==> src/rtl/core/mrfb_pkg.sv <==
// mrfb_pkg: shared types, constants and the CRC-16 byte update for the
// request frame builder. No dependencies.
package mrfb_pkg;

  localparam int unsigned QUEUE_DEPTH = 2;
  localparam int unsigned FRAME_LEN   = 8;
  localparam int unsigned BODY_LEN    = 6;

  localparam logic [15:0] CRC_INIT = 16'hFFFF;
  localparam logic [15:0] CRC_POLY = 16'hA001;

  localparam logic [7:0]  FUNC_READ  = 8'h04;
  localparam logic [7:0]  FUNC_WRITE = 8'h06;

  localparam logic [7:0]  ADDR_RESET  = 8'h11;
  localparam logic [15:0] START_RESET = 16'h0000;
  localparam logic [15:0] COUNT_RESET = 16'h0050;

  localparam int unsigned CFG_IDX_W  = 2;
  localparam int unsigned CFG_DATA_W = 16;

  typedef enum logic [CFG_IDX_W-1:0] {
    CFG_DEV_ADDR   = 2'd0,
    CFG_READ_START = 2'd1,
    CFG_READ_COUNT = 2'd2
  } cfg_idx_t;

  typedef enum logic {
    CMD_READ  = 1'b0,
    CMD_WRITE = 1'b1
  } cmd_t;

  // Frame body as it sits in the queue: six bytes before the CRC.
  typedef struct packed {
    logic [7:0]  dev_addr;
    logic [7:0]  func;
    logic [15:0] hi_word;
    logic [15:0] lo_word;
  } frame_body_t;

  function automatic logic [15:0] crc_byte(input logic [15:0] crc_in,
                                           input logic [7:0]  data);
    logic [15:0] c;
    c = crc_in ^ {8'h00, data};
    for (int k = 0; k < 8; k++) begin
      if (c[0]) begin
        c = (c >> 1) ^ CRC_POLY;
      end else begin
        c = c >> 1;
      end
    end
    return c;
  endfunction

endpackage

==> src/rtl/core/modbus_request_frame_builder_unit.sv <==
// Modbus RTU request frame builder, top level.
// Input channel (in_valid/in_stall): one beat per request; in_cmd 0 builds a
// read-input-registers frame (function 0x04) from cfg registers, 1 builds a
// write-single-register frame (0x06) from in_register_number/value.
// Output channel (out_valid/out_stall): eight beats per request, in transmit
// order: address, function, four data bytes, CRC high, CRC low (out_last).
// Config port: cfg_we writes cfg_wdata to register cfg_index
// (0 device address, 1 read start, 2 read count); other indexes are ignored.
// The request body is registered in the queue, and each byte in the output
// register before it leaves. Throughput: one byte per cycle while out_stall is
// low; the output serializer with its byte-wise CRC update sets this rate.
// A queue of QDEPTH bodies lets requests be taken while a frame is sent.
// Reset (rst_n low, synchronous) empties queue and output register and
// restores the config reset values (0x11, 0x0000, 0x0050).
// A stall on the output holds the current byte; once the queue fills,
// in_stall rises.
// Depends on mrfb_pkg, mrfb_front, mrfb_queue, mrfb_back.
module modbus_request_frame_builder_unit
  import mrfb_pkg::*;
#(
  parameter int unsigned QDEPTH = QUEUE_DEPTH
) (
  input  logic                  clk,
  input  logic                  rst_n,
  input  logic                  cfg_we,
  input  logic [CFG_IDX_W-1:0]  cfg_index,
  input  logic [CFG_DATA_W-1:0] cfg_wdata,
  input  logic                  in_valid,
  output logic                  in_stall,
  input  logic                  in_cmd,
  input  logic [15:0]           in_register_number,
  input  logic [15:0]           in_register_value,
  output logic                  out_valid,
  input  logic                  out_stall,
  output logic [7:0]            out_frame_byte,
  output logic                  out_last
);

  logic        q_push, q_full, q_pop, q_valid;
  frame_body_t q_wdata, q_rdata;

  mrfb_front u_front (
    .clk                (clk),
    .rst_n              (rst_n),
    .cfg_we             (cfg_we),
    .cfg_index          (cfg_index),
    .cfg_wdata          (cfg_wdata),
    .in_valid           (in_valid),
    .in_stall           (in_stall),
    .in_cmd             (in_cmd),
    .in_register_number (in_register_number),
    .in_register_value  (in_register_value),
    .q_full             (q_full),
    .q_push             (q_push),
    .q_wdata            (q_wdata)
  );

  mrfb_queue #(.DEPTH(QDEPTH)) u_queue (
    .clk   (clk),
    .rst_n (rst_n),
    .push  (q_push),
    .wdata (q_wdata),
    .full  (q_full),
    .pop   (q_pop),
    .valid (q_valid),
    .rdata (q_rdata)
  );

  mrfb_back u_back (
    .clk            (clk),
    .rst_n          (rst_n),
    .q_valid        (q_valid),
    .q_rdata        (q_rdata),
    .q_pop          (q_pop),
    .out_valid      (out_valid),
    .out_stall      (out_stall),
    .out_frame_byte (out_frame_byte),
    .out_last       (out_last)
  );

endmodule

==> src/rtl/core/mrfb_front.sv <==
// mrfb_front: configuration registers and request intake; classifies each
// request and builds the frame body. Depends on mrfb_pkg.
module mrfb_front
  import mrfb_pkg::*;
(
  input  logic                  clk,
  input  logic                  rst_n,
  input  logic                  cfg_we,
  input  logic [CFG_IDX_W-1:0]  cfg_index,
  input  logic [CFG_DATA_W-1:0] cfg_wdata,
  input  logic                  in_valid,
  output logic                  in_stall,
  input  logic                  in_cmd,
  input  logic [15:0]           in_register_number,
  input  logic [15:0]           in_register_value,
  input  logic                  q_full,
  output logic                  q_push,
  output frame_body_t           q_wdata
);

  logic [7:0]  dev_addr_r;
  logic [15:0] read_start_r;
  logic [15:0] read_count_r;

  always_ff @(posedge clk) begin
    if (!rst_n) begin
      dev_addr_r   <= ADDR_RESET;
      read_start_r <= START_RESET;
      read_count_r <= COUNT_RESET;
    end else if (cfg_we) begin
      unique case (cfg_idx_t'(cfg_index))
        CFG_DEV_ADDR:   dev_addr_r   <= cfg_wdata[7:0];
        CFG_READ_START: read_start_r <= cfg_wdata;
        CFG_READ_COUNT: read_count_r <= cfg_wdata;
        default: ;
      endcase
    end
  end

  assign in_stall = q_full;
  assign q_push   = in_valid && !q_full;

  always_comb begin
    q_wdata.dev_addr = dev_addr_r;
    if (cmd_t'(in_cmd) == CMD_WRITE) begin
      q_wdata.func    = FUNC_WRITE;
      q_wdata.hi_word = in_register_number;
      q_wdata.lo_word = in_register_value;
    end else begin
      q_wdata.func    = FUNC_READ;
      q_wdata.hi_word = read_start_r;
      q_wdata.lo_word = read_count_r;
    end
  end

endmodule

==> src/rtl/core/mrfb_queue.sv <==
// mrfb_queue: small FIFO of frame bodies between front and back.
// Depends on mrfb_pkg.
module mrfb_queue
  import mrfb_pkg::*;
#(
  parameter int unsigned DEPTH = QUEUE_DEPTH
) (
  input  logic        clk,
  input  logic        rst_n,
  input  logic        push,
  input  frame_body_t wdata,
  output logic        full,
  input  logic        pop,
  output logic        valid,
  output frame_body_t rdata
);

  localparam int unsigned PTR_W = (DEPTH > 1) ? $clog2(DEPTH) : 1;
  localparam int unsigned CNT_W = $clog2(DEPTH + 1);
  localparam logic [PTR_W-1:0] PTR_LAST = PTR_W'(DEPTH - 1);
  localparam logic [CNT_W-1:0] CNT_FULL = CNT_W'(DEPTH);

  frame_body_t      mem_r [DEPTH];
  logic [PTR_W-1:0] wr_ptr_r, rd_ptr_r;
  logic [CNT_W-1:0] cnt_r;

  assign full  = (cnt_r == CNT_FULL);
  assign valid = (cnt_r != '0);
  assign rdata = mem_r[rd_ptr_r];

  always_ff @(posedge clk) begin
    if (push) begin
      mem_r[wr_ptr_r] <= wdata;
    end
  end

  always_ff @(posedge clk) begin
    if (!rst_n) begin
      wr_ptr_r <= '0;
      rd_ptr_r <= '0;
      cnt_r    <= '0;
    end else begin
      if (push) begin
        wr_ptr_r <= (wr_ptr_r == PTR_LAST) ? '0 : wr_ptr_r + 1'b1;
      end
      if (pop) begin
        rd_ptr_r <= (rd_ptr_r == PTR_LAST) ? '0 : rd_ptr_r + 1'b1;
      end
      unique case ({push, pop})
        2'b10:   cnt_r <= cnt_r + 1'b1;
        2'b01:   cnt_r <= cnt_r - 1'b1;
        default: cnt_r <= cnt_r;
      endcase
    end
  end

endmodule

==> src/rtl/core/mrfb_back.sv <==
// mrfb_back: serializes one frame body per eight beats, folding each body
// byte into the CRC as it goes out, then sends CRC high and low. Uses mrfb_pkg.
module mrfb_back
  import mrfb_pkg::*;
(
  input  logic        clk,
  input  logic        rst_n,
  input  logic        q_valid,
  input  frame_body_t q_rdata,
  output logic        q_pop,
  output logic        out_valid,
  input  logic        out_stall,
  output logic [7:0]  out_frame_byte,
  output logic        out_last
);

  localparam int unsigned IDX_W = $clog2(FRAME_LEN);
  localparam logic [IDX_W-1:0] IDX_CRC_HI = IDX_W'(BODY_LEN);
  localparam logic [IDX_W-1:0] IDX_LAST   = IDX_W'(FRAME_LEN - 1);

  logic [IDX_W-1:0] idx_r, idx_nxt;
  logic [15:0]      crc_r, crc_nxt;
  logic             valid_r;
  logic [7:0]       byte_r;
  logic             last_r;
  logic             advance;
  logic [7:0]       cur_byte;
  logic [15:0]      crc_base;

  // Output register is free when empty or being taken this cycle.
  assign advance = q_valid && (!valid_r || !out_stall);
  assign q_pop   = advance && (idx_r == IDX_LAST);

  always_comb begin
    unique case (idx_r)
      3'd0:    cur_byte = q_rdata.dev_addr;
      3'd1:    cur_byte = q_rdata.func;
      3'd2:    cur_byte = q_rdata.hi_word[15:8];
      3'd3:    cur_byte = q_rdata.hi_word[7:0];
      3'd4:    cur_byte = q_rdata.lo_word[15:8];
      3'd5:    cur_byte = q_rdata.lo_word[7:0];
      3'd6:    cur_byte = crc_r[15:8];
      default: cur_byte = crc_r[7:0];
    endcase
  end

  assign crc_base = (idx_r == '0) ? CRC_INIT : crc_r;

  always_comb begin
    crc_nxt = crc_r;
    idx_nxt = idx_r;
    if (advance) begin
      idx_nxt = (idx_r == IDX_LAST) ? '0 : idx_r + 1'b1;
      if (idx_r < IDX_CRC_HI) begin
        crc_nxt = crc_byte(crc_base, cur_byte);
      end
    end
  end

  always_ff @(posedge clk) begin
    if (!rst_n) begin
      valid_r <= 1'b0;
      idx_r   <= '0;
    end else begin
      idx_r <= idx_nxt;
      if (advance) begin
        valid_r <= 1'b1;
      end else if (!out_stall) begin
        valid_r <= 1'b0;
      end
    end
  end

  always_ff @(posedge clk) begin
    crc_r <= crc_nxt;
    if (advance) begin
      byte_r <= cur_byte;
      last_r <= (idx_r == IDX_LAST);
    end
  end

  assign out_valid      = valid_r;
  assign out_frame_byte = byte_r;
  assign out_last       = last_r;

endmodule

==> config.mk <==
export PLATFORM = sky130hd
export DESIGN_NAME = modbus_request_frame_builder_unit
export DESIGN_NICKNAME = d
export VERILOG_FILES = /design/src/rtl/core/mrfb_pkg.sv /design/src/rtl/core/modbus_request_frame_builder_unit.sv /design/src/rtl/core/mrfb_front.sv /design/src/rtl/core/mrfb_queue.sv /design/src/rtl/core/mrfb_back.sv
export SDC_FILE = /design/constraint.sdc
export NUM_CORES = 1
export LEC_CHECK = 0
export ABC_AREA = 1
export ABC_CLOCK_PERIOD_IN_PS = 4300
export BUFFER_PORTS_ARGS = -buffer_cell sky130_fd_sc_hd__buf_4
export CAP_MARGIN = 20
export CORE_ASPECT_RATIO = 1.2
export CORE_MARGIN = 5
export CORE_UTILIZATION = 45
export CTS_CLUSTER_SIZE = 12
export DETAILED_ROUTE_END_ITERATION = 8
export GPL_TIMING_DRIVEN = 0
export HOLD_SLACK_MARGIN = 0.06
export SLEW_MARGIN = 20
export SYNTH_ARGS = -nofsm -noshare
export SYNTH_HDL_FRONTEND = slang
export SYNTH_SLANG_ARGS = --single-unit
==> constraint.sdc <==
create_clock -name clk -period 4.3 [get_ports clk]
set_input_delay 0.43 -clock clk [delete_from_list [all_inputs] [get_ports clk]]
set_output_delay 0.43 -clock clk [all_outputs]
set_load 0.03 [all_outputs]
=== Yosys cells after proc, flatten, opt, wreduce, memory -nomap -nowiden ===
Memories as Yosys holds them, arrays and structs flattened. A register that Yosys moved wholly into a read port is not among the register bits.
Cells that the tools add are included.

* Register bits after elaboration: 73
* Latch bits: 0
* RAM bits: 84
* ROM bits: 0
* Output and inout bits: 11
* Word-level logic and storage cells: 91
* Memories: 1

* Add/subtract/negate cells: 5
* $mul: 0
* Divide/modulo/power cells: 0
* $lt $le $gt $ge: 1
* Equal/unequal tests: 13
* Shift operators: 0
* Multiplexer cells: 35
* Bitwise logic cells: 9
* Reductions and logical operators: 15

{| class="wikitable"
|+ Memories
! memory !! words !! width !! read ports !! clocked after memory_dff !! write ports !! line !! RTL
|-
| u_queue.mem_r || 2 || 42 || 1 || 1 || 1 || mrfb_queue.sv:23 || <nowiki>frame_body_t mem_r [DEPTH];</nowiki>
|}

{| class="wikitable"
|+ Operators by type and width
! cell !! number
|-
| 2-to-1 mux 16 bit || 22
|-
| one-hot mux 8 bit (7 select lines) || 1
|-
| 2-to-1 mux 34 bit || 1
|-
| inverter 2 -> 3 bit || 8
|-
| XOR 16 x 8 -> 16 bit || 1
|-
| 2-to-1 mux 14 bit || 1
|-
| == test 3 bit (second input constant) || 4
|-
| 2-to-1 mux 1 bit || 8
|-
| AND reduction 2 bit || 4
|-
| == test 2 bit (second input constant) || 3
|-
| == test 3 x 2 -> 1 bit (second input constant) || 2
|-
| == test 2 x 1 -> 1 bit (second input constant) || 2
|-
| one-hot mux 2 bit (2 select lines) || 1
|-
| nonzero test 2 bit || 2
|-
| adder 3 x 1 -> 3 bit (second input constant) || 1
|-
| == test 3 x 1 -> 1 bit (second input constant) || 1
|-
| logical AND 1 bit || 3
|-
| zero test 1 bit || 3
|-
| zero test 3 bit || 1
|-
| less-than comparator 3 bit (second input constant) || 1
|-
| 2-to-1 mux 3 bit || 1
|-
| adder 1 bit (second input constant) || 2
|-
| adder 2 x 1 -> 2 bit (second input constant) || 1
|-
| zero test 2 bit || 1
|-
| other kinds (3) || 3
|}

=== Depth between registers and ports, before layout ===
* Depth after elaboration: 33
* Gate-level depth with buffers: 23
* Gate-level depth less buffers: 22

=== Hierarchy ===
Synthesis repeated with hierarchy kept, for this count alone.

* Cells, all modules: 789
* Area, all modules: 8,109.0 um2

{| class="wikitable"
|+ By module, submodules not included
! module !! times used !! cells each !! area each (um2) !! sequential area each (um2)
|-
| mrfb_queue || 1 || 184 || 3,768.6 || 2,982.9
|-
| mrfb_back || 1 || 270 || 2,292.2 || 830.8
|-
| mrfb_front || 1 || 335 || 2,048.2 || 800.8
|}

=== Worst setup path after synthesis ===
OpenSTA, ideal clock, no wires.

* Path kind: in2reg
* Start: input port in_valid
* End: memory u_queue.mem_r[0][0] (netlist bit), enable pin
* Data arrival time: 2.356 ns
* Data required time: 3.860 ns
* Slack: 1.504 ns
* Stages: 2
* Path buffers: 0
* Cell sequence: o21ai_0 nor2_1

* Longest elaborated chain between the ends: 3

{| class="wikitable"
|+ RTL lines
! item !! line !! RTL
|-
| start, declared || modbus_request_frame_builder_unit.sv:28 || <nowiki>input logic in_valid,</nowiki>
|-
| logical AND 1 bit || mrfb_front.sv:41 || <nowiki>assign q_push = in_valid && !q_full;</nowiki>
|-
| 2-to-1 mux 1 bit || mrfb_queue.sv:32 || <nowiki>if (push) begin</nowiki>
|-
| 2-to-1 mux 1 bit (implied by the code) || mrfb_queue.sv:33 || <nowiki>mem_r[wr_ptr_r] <= wdata;</nowiki>
|-
| end, declared || mrfb_queue.sv:23 ||
|}

No other way between the ends.

=== Worst setup path after layout ===
* Start: register u_back.idx_r[0]
* End: register u_back.crc_r[0], data pin

* Longest elaborated chain between the ends: 26

{| class="wikitable"
|+ RTL lines
! item !! line !! RTL
|-
| start, declared || mrfb_back.sv:21 || <nowiki>logic [IDX_W-1:0] idx_r, idx_nxt;</nowiki>
|-
| start signal, assigned || mrfb_back.sv:65 || <nowiki>idx_r <= idx_nxt;</nowiki>
|-
| == test 3 bit (tied with other cells) || mrfb_back.sv:35 || <nowiki>unique case (idx_r)</nowiki>
|-
| one-hot mux 8 bit (7 select lines) or 2-to-1 mux 16 bit (tied branches) || mrfb_back.sv:35, mrfb_back.sv:47 ||
|-
| XOR 16 x 8 -> 16 bit * || mrfb_pkg.sv:44 || <nowiki>c = crc_in ^ {8'h00, data};</nowiki>
|-
| 2-to-1 mux 16 bit * || mrfb_pkg.sv:46 || <nowiki>if (c[0]) begin</nowiki>
|-
| 2-to-1 mux 16 bit * || mrfb_back.sv:54 || <nowiki>if (idx_r < IDX_CRC_HI) begin</nowiki>
|-
| 2-to-1 mux 16 bit * || mrfb_back.sv:52 || <nowiki>if (advance) begin</nowiki>
|-
| 2-to-1 mux 16 bit * || mrfb_pkg.sv:46 ||
|-
| 2-to-1 mux 16 bit * || mrfb_back.sv:54 ||
|-
| [... 10 more ...] || -- ||
|-
| 2-to-1 mux 16 bit * || mrfb_pkg.sv:46 ||
|-
| 2-to-1 mux 16 bit * || mrfb_back.sv:54 ||
|-
| 2-to-1 mux 16 bit * || mrfb_back.sv:52 ||
|-
| inverter 2 -> 3 bit (no source line) (tied with other cells) || -- ||
|-
| 2-to-1 mux 16 bit * || mrfb_pkg.sv:46 ||
|-
| 2-to-1 mux 16 bit * || mrfb_back.sv:54 ||
|-
| 2-to-1 mux 16 bit * || mrfb_back.sv:52 ||
|-
| 2-to-1 mux 14 bit * || mrfb_pkg.sv:46 ||
|-
| end signal, assigned || mrfb_back.sv:75 || <nowiki>crc_r <= crc_nxt;</nowiki>
|-
| end, declared || mrfb_back.sv:22 || <nowiki>logic [15:0] crc_r, crc_nxt;</nowiki>
|}

Every way passes the cells marked *; elsewhere a longest branch is shown, timed or not. The select of a mux whose other input is x is not followed.
A chain may end at the register's enable or synchronous reset.

==> results.json <==
{
  "run_status": "complete, no violations",
  "drc_errors": 0,
  "synth_fp_nets": 842,
  "yosysWarnings": 0,
  "antennaDiodeCount": 0,
  "total_cts_buffers": 17,
  "numClockSinks": 156,
  "ys_seq_area_share_pct": 59.11,
  "totalWireLength_mm": 16.77,
  "worst_path_fanout_max": 10,
  "dr.first_iter.drc_count": 368,
  "power.sequential.fraction_pct": 43.3,
  "gr-usage-met3_pct": 3.903,
  "power_switching_uw": 1304,
  "path_class": "reg -> reg",
  "postLayoutSetupSlackWorst_ns": 1.478,
  "die_y_um": 147.6,
  "most-common-layout-cells": "193 x sky130_fd_sc_hd__nand2_1, 107 x sky130_fd_sc_hd__edfxtp_1, 106 x sky130_fd_sc_hd__inv_1",
  "post_drt_wl_per_cell_um": 15.41,
  "layout_commonest_cell": "sky130_fd_sc_hd__nand2_1",
  "cellLeakagePower_uw": 0.003624,
  "design.final.nets": 930,
  "groute.layer.met1.usage_pct": 22.52,
  "rsz0062_at_grt": "no",
  "core.rowCount": 50,
  "timing_worst_slew_pin_value_ns": 0.8885,
  "critical-path-top-cell-by-count": "sky130_fd_sc_hd__nand2_1",
  "gr-max-usage-layer": "met2",
  "cts_repair_resize_count": 0,
  "hold_viol_final": 0,
  "power.total_uw": 4346,
  "hold_removal_path_class": "in -> reg",
  "yosysTopAreaCellShare_pct": 45.28,
  "maxClockFrequency_mhz": 354.3,
  "post-synth-top-area-cell": "sky130_fd_sc_hd__edfxtp_1",
  "critPathMaxStageDelay_ns": 0.35,
  "post-route-min-period_ns": 2.822,
  "fin_worst_skew_ns": 0.005698,
  "synth.avg_cell_area_um2": 9.109,
  "report.final.slew_viol_count": 0,
  "synth_enable_flop_cells": 107,
  "groute.usage.overall_pct": 19.01,
  "number_of_antenna_violations_at_the_first_check_in_global_routing": 0,
  "post_route_cells_drive_above_1_share_pct": 17.50,
  "preCtsSetupSlack_ns": 1.512,
  "grtUsageMet2_pct": 33.63,
  "floorplan.initialDensity_pct": 45.55,
  "area_growth_synth_to_finish_pct": 20.26,
  "vdd.ir_drop.worst_v": 0.0003384,
  "critical_path.endpoint_type": "flop",
  "die_width_um": 124.6,
  "hpwlAfterDp_mm": 12.85,
  "fp.coreArea_um2": 15580,
  "cts_buffer_depth": 2,
  "fraction_of_the_cycle_the_final_worst_path_needs_pct": 65.63,
  "cts_root_buf": "sky130_fd_sc_hd__clkbuf_16",
  "cp_slowest_cell": "sky130_fd_sc_hd__dfxtp_1",
  "setup_viol": 0,
  "synth.lib_cells_used.distinct": 30,
  "vias_in_the_first_global_route": 5416,
  "critPathLaunchType": "flop",
  "tns_ns": 0,
  "timing.critical_path.arrival_ns": 3.00,
  "yosys-top-cells-area": "sky130_fd_sc_hd__edfxtp_1 45%, sky130_fd_sc_hd__dfxtp_1 14%, sky130_fd_sc_hd__nand2_1 10%, sky130_fd_sc_hd__o21ai_0 6.1%, sky130_fd_sc_hd__inv_1 5.6%",
  "buffer_ports.inserted": 65,
  "globalRouteOverflowTotal": 0,
  "data_required_time_at_the_worst_endpoint_ns": 4.48,
  "postSynthRegisterBits": 156,
  "maximum_number_of_pins_on_one_net_before_global_route_repair": 23,
  "share_comb_of_total_power_pct": 22.8,
  "cts_htree_levels": 4,
  "grt_first_pass_wirelength_mm": 27.43,
  "post_synth_inst_count": 779,
  "clock_latency_ns": 0.42,
  "post_cts_hold_buffer_count": 0,
  "critical_path.cell_chain": "ha_1, ha_1, buf_6, nor2_4, nand2_2, buf_6, nand3_1, nor2_1, nand2_1, nand3_1, nand2_2, nand2_1, nand2_1, nand3_1, nand2_1, nand2_1, nand2_2, nand2_2, nand3_2, nand2_1",
  "synth_area_um2": 7096,
  "die_area_um2": 18390,
  "antenna_violating_nets_post_route": 0,
  "finalWeightedCongestion": 0.8822,
  "final.fill_count": 1425,
  "p_sw_share_pct": 30.00,
  "asyncSetResetFlopFracSynth_pct": 0,
  "routed_via_density": 4.909,
  "pwr-share-clk_pct": 33.9,
  "cap_viol_max_count": 0,
  "detailroute.via_count": 5341,
  "postCtsSetupBuffers": 0,
  "power_density_nw_per_um2": 509.3,
  "initial_drt_pass_iterations": 5,
  "maxSlewHeadroom_pct": 40.14,
  "clkSlewWorstSetupHoldPaths_ns": 0.06,
  "tritoncts_clock_tree": "yes",
  "internal-power_uw": 3042,
  "synthFlopType": "sky130_fd_sc_hd__edfxtp_1",
  "boundaryPins": 67
}
==> synthesized netlist by cell type (4+ instances only) <==
cell,count
sky130_fd_sc_hd__xor2_1,7
sky130_fd_sc_hd__nor2_2,4
sky130_fd_sc_hd__ha_1,7
sky130_fd_sc_hd__o21ai_0,86
sky130_fd_sc_hd__inv_1,106
sky130_fd_sc_hd__edfxtp_1,107
sky130_fd_sc_hd__buf_4,4
sky130_fd_sc_hd__buf_6,9
sky130_fd_sc_hd__nand3_1,35
sky130_fd_sc_hd__a21oi_1,46
sky130_fd_sc_hd__nand2_1,193
sky130_fd_sc_hd__nand2_2,23
sky130_fd_sc_hd__dfxtp_1,49
sky130_fd_sc_hd__clkbuf_1,17
sky130_fd_sc_hd__or2_1,7
sky130_fd_sc_hd__nor2_1,55
==> kinds of logic after synthesis <==
kind of cell               count (synthesis)  synth area share, %
buffers and inverters                    140                8.605
AOI/OAI and AO/OA                        137                9.822
xor gates and xnor gates                   9                1.111
adders and majority gates                  7                1.234
DFF                                      156                59.11
and+or+nand+nor                          330                20.12
==> area by class of cell <==
cell class | count | area (um2) | share of cell area, %
plain buffers | 30 | 195.2 | 2.287
clock buffers | 19 | 442.9 | 5.191
clock inverters | 13 | 141.4 | 1.657
inverters | 110 | 415.4 | 4.868
multi-input cells | 483 | 2310 | 27.07
flip-flops and latches | 156 | 4194 | 49.15
well taps | 208 | 260.3 | 3.050
repair buffers | 69 | 574.3 | 6.730
==> path summary, 6_finish.rpt <==
path	start	to	slack, ns	cells past startpoint
worst max-delay path	u_back.idx_r[0]	u_back.crc_r[0]	1.48	20
worst min-delay path	cfg_wdata[4]	u_front.dev_addr_r[4]	0.23	3
worst max register to register	u_back.idx_r[0]	u_back.crc_r[0]	1.48	20
worst min register to register	u_front.read_start_r[0]	u_front.read_start_r[0]	0.45	2
==> critical path, delay by kind of cell (launching register included) <==
family	cells	cell delay, ns
and+or+nand+nor	16	1.46
buffers and inverters	2	0.32
adders and majority gates	2	0.45
DFF	1	0.35
==> registers in the layout, summed over array words and instances, names as in the netlist, 2 cells and up, named ones only <==
| register | count |
|---|---|
| u_queue.mem_r | 82 |
| u_back.crc_r | 16 |
| u_front.read_count_r | 16 |
| u_front.read_start_r | 16 |
| u_back.out_frame_byte | 8 |
| u_front.dev_addr_r | 8 |
| u_back.idx_r | 3 |
| u_queue.cnt_r | 2 |
==> metal layers <==
layer	up-vias	wire length (um)
met2	119	8570
met3	30	629
met4	0	468
li1	2701	-
met5	-	0
met1	2491	7099
==> power by group through the flow <==
stage	Clock (uW)	Combinational [uW]	Sequential [uW]
after floorplan	0	663	1930
after global placement	0	941	1910
after detailed placement	0	988	1910
after CTS	1500	995	1880
after global routing	1570	1120	1900
final	1470	990	1880
==> stage by stage <==
step / cell area (um2) / hold WS [ns] / instances / util [%]
finish: 8533 / 0.2279 / 1088 / 54.78
global route: 8533 / 0.2156 / 1088 / 54.78
CTS: 8533 / 0.2099 / 1088 / 54.78
detailed placement: 7949 / 0.4388 / 1056 / 51.03
global placement: 7844 / 0.4335 / 1052 / 50.35
floorplan: 7096 / 0.4244 / 779 / -
(Power assumes the default switching activity.)
